**config.mk**
```make
export PLATFORM = sky130hd
export DESIGN_NAME = vna_ctrl
export DESIGN_NICKNAME = d
export VERILOG_FILES = /design/src/sv/vna_pkg.sv /design/src/sv/vna_ctrl.sv
export SDC_FILE = /design/constraint.sdc
export NUM_CORES = 1
export LEC_CHECK = 0
export BUFFER_PORTS_ARGS = -buffer_cell sky130_fd_sc_hd__buf_2
export CAP_MARGIN = 30
export CORE_UTILIZATION = 55
export DETAILED_ROUTE_END_ITERATION = 10
export GPL_TIMING_DRIVEN = 0
export PLACE_DENSITY = 0.91
export SETUP_SLACK_MARGIN = 0.5
export SLEW_MARGIN = 20
export SYNTH_ARGS = -nofsm -noshare
export SYNTH_HDL_FRONTEND = slang
export SYNTH_SLANG_ARGS = --single-unit
```
**constraint.sdc**
```tcl
create_clock -name i_clk -period 4 [get_ports i_clk]
set_input_delay 0.2 -clock i_clk [delete_from_list [all_inputs] [get_ports i_clk]]
set_output_delay 0.2 -clock i_clk [all_outputs]
set_load 0.05 [all_outputs]
```
**src/sv/vna_pkg.sv**
```systemverilog
// vna_pkg: shared types and constants of the vertex normal accumulator
// controller command and status structs, state and multiplier source codes
// no dependencies
`timescale 1ns / 1ps

package vna_pkg;

    localparam int IDX_W     = 10;
    localparam int COORD_W   = 16;
    localparam int POS_W     = 3 * COORD_W;
    localparam int EDGE_W    = COORD_W + 1;
    localparam int CROSS_W   = 2 * EDGE_W + 1;
    localparam int SUM_W     = 44;
    localparam int SUMS_W    = 3 * SUM_W;
    localparam int MAG_LIM   = 30;
    localparam int MUL_W     = MAG_LIM + 1;
    localparam int PROD_W    = 2 * MUL_W;
    localparam int SQ_W      = 62;
    localparam int ROOT_W    = 63;
    localparam int LEN_W     = 31;
    localparam int DEN_W     = LEN_W + 1;
    localparam int QUO_W     = 15;
    localparam int UNIT_W    = 16;
    localparam int CNT_W     = 5;
    localparam int CROSS_STEPS = 6;
    localparam int SQ_STEPS    = 3;
    localparam int SQRT_STEPS  = 32;
    localparam int DIV_STEPS   = QUO_W;

    typedef enum logic [1:0] {
        KIND_LOAD  = 2'd0,
        KIND_FACE  = 2'd1,
        KIND_READ  = 2'd2,
        KIND_CLEAR = 2'd3
    } t_kind;

    typedef enum logic [4:0] {
        ST_CLEAR,
        ST_IDLE,
        ST_F_RD0,
        ST_F_RD1,
        ST_F_RD2,
        ST_F_E2,
        ST_F_MUL,
        ST_F_SRD,
        ST_F_SWR,
        ST_R_RD,
        ST_R_MAG,
        ST_R_NORM,
        ST_R_SQ,
        ST_R_SQW,
        ST_R_SQRT,
        ST_R_DINIT,
        ST_R_DSTEP,
        ST_R_DEND,
        ST_R_OUT
    } t_state;

    // cross product terms first, then the three squares
    typedef enum logic [3:0] {
        MS_C0  = 4'd0,
        MS_C1  = 4'd1,
        MS_C2  = 4'd2,
        MS_C3  = 4'd3,
        MS_C4  = 4'd4,
        MS_C5  = 4'd5,
        MS_SQX = 4'd6,
        MS_SQY = 4'd7,
        MS_SQZ = 4'd8
    } t_mul_src;

    typedef struct packed {
        logic       accept;
        logic       pos_we;
        logic [1:0] pos_sel;
        logic       cap_p0;
        logic       cap_e1;
        logic       cap_e2;
        logic       mul_en;
        t_mul_src   mul_src;
        logic [1:0] sum_sel;
        logic       sum_we;
        logic       clr_init;
        logic       clr_step;
        logic       cap_mag;
        logic       shift;
        logic       sqrt_init;
        logic       sqrt_step;
        logic [1:0] comp;
        logic       div_init;
        logic       div_step;
        logic       div_store;
        logic       out_load;
    } t_cmd;

    typedef struct packed {
        logic clr_last;
        logic is_zero;
        logic need_shift;
        logic out_busy;
    } t_stat;

endpackage

```
**src/sv/vna_ctrl.sv**
```systemverilog
// vna_ctrl: sequencer for load, face, read and clear items
// depends on vna_pkg for state, command and status types
`timescale 1ns / 1ps

module vna_ctrl (
    input  logic          i_clk,
    input  logic          i_rst_n,
    input  logic          i_in_valid,
    input  logic [1:0]    i_kind,
    input  vna_pkg::t_stat i_stat,
    output vna_pkg::t_cmd  o_cmd,
    output logic          o_in_stall
);

    import vna_pkg::*;

    t_state           r_state, n_state;
    logic [CNT_W-1:0] r_cnt, n_cnt;
    logic [1:0]       r_k, n_k;
    t_cmd             cmd;

    always_ff @(posedge i_clk) begin
        if (!i_rst_n) begin
            r_state <= ST_CLEAR;
            r_cnt   <= '0;
            r_k     <= '0;
        end else begin
            r_state <= n_state;
            r_cnt   <= n_cnt;
            r_k     <= n_k;
        end
    end

    always_comb begin
        n_state = r_state;
        n_cnt   = r_cnt;
        n_k     = r_k;
        cmd     = '0;
        case (r_state)
            ST_CLEAR: begin
                cmd.clr_step = 1'b1;
                if (i_stat.clr_last) begin
                    n_state = ST_IDLE;
                end
            end
            ST_IDLE: begin
                if (i_in_valid) begin
                    cmd.accept = 1'b1;
                    case (t_kind'(i_kind))
                        KIND_LOAD:  cmd.pos_we = 1'b1;
                        KIND_FACE:  n_state = ST_F_RD0;
                        KIND_READ:  n_state = ST_R_RD;
                        KIND_CLEAR: begin
                            cmd.clr_init = 1'b1;
                            n_state      = ST_CLEAR;
                        end
                        default: n_state = ST_IDLE;
                    endcase
                end
            end
            ST_F_RD0: begin
                cmd.pos_sel = 2'd0;
                n_state     = ST_F_RD1;
            end
            ST_F_RD1: begin
                cmd.pos_sel = 2'd1;
                cmd.cap_p0  = 1'b1;
                n_state     = ST_F_RD2;
            end
            ST_F_RD2: begin
                cmd.pos_sel = 2'd2;
                cmd.cap_e1  = 1'b1;
                n_state     = ST_F_E2;
            end
            ST_F_E2: begin
                cmd.cap_e2 = 1'b1;
                n_cnt      = '0;
                n_state    = ST_F_MUL;
            end
            ST_F_MUL: begin
                cmd.mul_en  = 1'b1;
                cmd.mul_src = t_mul_src'(r_cnt[3:0]);
                n_cnt       = r_cnt + 1'b1;
                if (r_cnt == CNT_W'(CROSS_STEPS - 1)) begin
                    n_k     = '0;
                    n_state = ST_F_SRD;
                end
            end
            ST_F_SRD: begin
                cmd.sum_sel = r_k;
                n_state     = ST_F_SWR;
            end
            ST_F_SWR: begin
                cmd.sum_sel = r_k;
                cmd.sum_we  = 1'b1;
                if (r_k == 2'd2) begin
                    n_state = ST_IDLE;
                end else begin
                    n_k     = r_k + 1'b1;
                    n_state = ST_F_SRD;
                end
            end
            ST_R_RD: begin
                cmd.sum_sel = 2'd0;
                n_state     = ST_R_MAG;
            end
            ST_R_MAG: begin
                cmd.cap_mag = 1'b1;
                n_state     = ST_R_NORM;
            end
            ST_R_NORM: begin
                if (i_stat.is_zero) begin
                    n_state = ST_R_OUT;
                end else if (i_stat.need_shift) begin
                    cmd.shift = 1'b1;
                end else begin
                    n_cnt   = '0;
                    n_state = ST_R_SQ;
                end
            end
            ST_R_SQ: begin
                cmd.mul_en  = 1'b1;
                cmd.mul_src = t_mul_src'(r_cnt[3:0] + 4'(MS_SQX));
                n_cnt       = r_cnt + 1'b1;
                if (r_cnt == CNT_W'(SQ_STEPS - 1)) begin
                    n_state = ST_R_SQW;
                end
            end
            ST_R_SQW: begin
                cmd.sqrt_init = 1'b1;
                n_cnt         = '0;
                n_state       = ST_R_SQRT;
            end
            ST_R_SQRT: begin
                cmd.sqrt_step = 1'b1;
                n_cnt         = r_cnt + 1'b1;
                if (r_cnt == CNT_W'(SQRT_STEPS - 1)) begin
                    n_k     = '0;
                    n_state = ST_R_DINIT;
                end
            end
            ST_R_DINIT: begin
                cmd.comp     = r_k;
                cmd.div_init = 1'b1;
                n_cnt        = '0;
                n_state      = ST_R_DSTEP;
            end
            ST_R_DSTEP: begin
                cmd.div_step = 1'b1;
                n_cnt        = r_cnt + 1'b1;
                if (r_cnt == CNT_W'(DIV_STEPS - 1)) begin
                    n_state = ST_R_DEND;
                end
            end
            ST_R_DEND: begin
                cmd.comp      = r_k;
                cmd.div_store = 1'b1;
                if (r_k == 2'd2) begin
                    n_state = ST_R_OUT;
                end else begin
                    n_k     = r_k + 1'b1;
                    n_state = ST_R_DINIT;
                end
            end
            ST_R_OUT: begin
                if (!i_stat.out_busy) begin
                    cmd.out_load = 1'b1;
                    n_state      = ST_IDLE;
                end
            end
            default: n_state = ST_IDLE;
        endcase
    end

    assign o_cmd      = cmd;
    assign o_in_stall = (r_state != ST_IDLE);

endmodule

```
==> results.cfg <==
[run]
maxCapViolations = 0

[global_routing]
grt_pass1_vias = 1322
grt_max_degree = 11
grt_use_total = 0.298
gr-total-overflow = 0
antenna_found_initial = 0
grt_pass1_wl_um = 6030

[layout]
multi_input_area_sq_um = 1030
final_nets = 251
drive_gt1_frac = 0.261
syn2layout_area_growth_pct = 18.4
seqCellArea_sq_um = 240
fillCellCount = 199
stdcell_area_sq_um = 1620
final_cell_mix = 42 x buf_2, 23 x nand2_1, 19 x nor2_1, 12 x dfxtp_1
instances_no_fill = 262
diodes = 0
layout_commonest_cell = buf_2

[floorplanning]
die_w_um = 51.9
die-height_um = 51.9
start_util = 0.601
dieArea_sq_um = 2690
ios = 37
num_rows = 17
design.core.area_sq_um = 2280

[clocking]
cts_tree = built
clockBufferDepth = 2
cts_resized = 0
h-tree-depth = 1
clk_pin_slew_ns = 0.08
cts-root-buf = clkbuf_4
postCtsSetupRepairBufs = 0
cts.sinks = 12
insertion_delay_ns = 0.27
cts_inserted_buffers = 3
postCtsHoldBufs = 0

[setup_path]
cpPeakStageDelay_ns = 0.61
worst_setup_path_start_kind = flop
reg2reg_to = r_state[4]
arrival_ns = 2.49
startpoint = r_state[1]
endpoint_kind = output port
cp_max_fo = 10
rr_worst_depth = 8
critPathSlowestCell = nor4_1
worstPathCellList = buf_2 -> buf_2 -> nand2_1 -> nor4_1 -> or2_2 -> and2_1 -> buf_2
r2r-start = r_cnt[1]
crit_type = flop to output port
worstPathRequired_ns = 3.80
rrSetupSlack_ns = 1.60
crit_top_cell = buf_2

[route]
wl_um = 3540
wire_per_inst_um = 13.5
ant_nets = 0
drtIter0Drc = 76
via_count = 1544
via_per_inst = 5.89
first_pass_iters = 4
drc = 0

[synth]
async_flop_share = 0
synth_area_per_cell_sq_um = 7.06
yosys_warnings = 0
synthFlopType = dfxtp_1
syn_nets = 210
yosys.area.top_type = dfxtp_1
synth_fa_ha_area_frac = 0.0640
synth-seq-cells = 12
synth_top_family_by_area = simple AND/OR/NAND/NOR gates
muxShareOfSynthArea = 0.0548
synthesis.area_sq_um = 1370
synth_area_leaders = dfxtp_1 18%, ha_1 6.4%, nand2_1 6.3%
synth_cell_type_count = 49
synth_simple_gate_area_frac = 0.432
synth.top_cell.area_share = 0.176
synth_cells = 194
ys_seq_area_frac = 0.176
synth_compound_area_frac = 0.186
synth-xor-area-share = 0.0192
synth_edf_count = 0

[placed_design]
placed_cells = 258
place.gp.congestion = 0.983
dp_hpwl_um = 2690
numPortBuffers = 36
place_area_sq_um = 1580

[sta]
hold_viol_final = 0
rsz0062_at_grt = false
finalSetupViolCount = 0
worst_pin_slew_ns = 0.768
clock_skew_ns = 0.000557
report.final.slew_viol_count = 0
timing.fmax_mhz = 371
finalSetupTns_ns = 0
slew_headroom = 0.483
period_share = 0.673
fin_crit_ns = 2.69

[hold_path]
hold_end = r_state[0]
worstHoldPathCells = 2
hp-class = input port to flop
hold_path_startpoint = i_rst_n

[power_and_ir_drop]
cellPowerDensity_nw_per_um2 = 210
vdd_drop_max_mv = 0.146
p_leak_nw = 0.753

[status]
status = complete, no violations
state kept, by name (all words and copies together) (netlist names):
register,flops
r_k,2
r_state,5
r_cnt,5
cell usage after synthesis, types with 4 or more instances:
| library cell | instances |
|---|---|
| nand2_1 | 23 |
| nor2_1 | 19 |
| dfxtp_1 | 12 |
| a21oi_1 | 9 |
| inv_1 | 9 |
| nor3_1 | 9 |
| and2_1 | 8 |
| o21ai_0 | 8 |
| ha_1 | 7 |
| nand3_1 | 7 |
| buf_2 | 6 |
| mux2i_1 | 6 |
| nand2b_1 | 6 |
| or2_2 | 5 |
| nor2b_1 | 4 |
| o31ai_1 | 4 |
| or3_1 | 4 |
through the flow:
stage	setup WS, ns	total power [W]	util	hold WS, ns
CTS	1.37	0.000337	0.712	0.235
floorplan	1.04	0.000215	-	0.342
global placement	1.66	0.000242	0.696	0.485
detailed placement	1.64	0.000242	0.696	0.496
global route	1.20	0.000360	0.712	0.222
finish	1.31	0.000340	0.712	0.240
cells by family (layout without fill, tap and decap cells):
group,count (synthesis),count (layout)
AND/OR/NAND/NOR,107,107
AO/OA/AOI/OAI,36,36
buffers and inverters,22,62
flip-flops,12,12
adder cells (fa/ha/maj),7,7
multiplexers,7,7
XOR/XNOR,3,3
final cells by class:
class / count / share of cell area
inverter: 9 / 0.0208
timing repair buffer: 36 / 0.111
buffer: 13 / 0.0371
multi-input combinational: 160 / 0.639
clock buffer: 4 / 0.0224
sequential: 12 / 0.148
tap: 28 / 0.0216
where the power goes:
group	internal, W	leakage (nW)	switching, W	total [W]
Combinational	0.0000383	0.635	0.0000803	0.000119
Clock	0.0000553	0.0210	0.0000422	0.0000975
Sequential	0.000122	0.0970	0.00000181	0.000124
critical path, delay by kind of cell (launching register included):
family	cells	cell delay, ns
AND/OR/NAND/NOR	4	1.06
buffers and inverters	3	0.75
flip-flops	1	0.40
worst max path at each step:
stage                            end  slack (ns)  cells past startpoint
final                      o_cmd[15]        1.31                      7
after CTS                  o_cmd[15]        1.37                      7
after floorplan             o_cmd[0]        1.04                      5
after global routing       o_cmd[15]        1.20                      7
after global placement    r_state[4]        1.66                      8
after detailed placement  r_state[4]        1.64                      8
metal layers:
metal  GRT usage  up-vias  routed length, um  share of wire
met3      0.0409        8                375           0.11
met4      0.0991        0                 61          0.017
li1            -      765                  -              -
met2       0.464       92               1530           0.43
met1       0.417      679               1570           0.44
met5           0        -                  0              0
(Power assumes the default switching activity.)
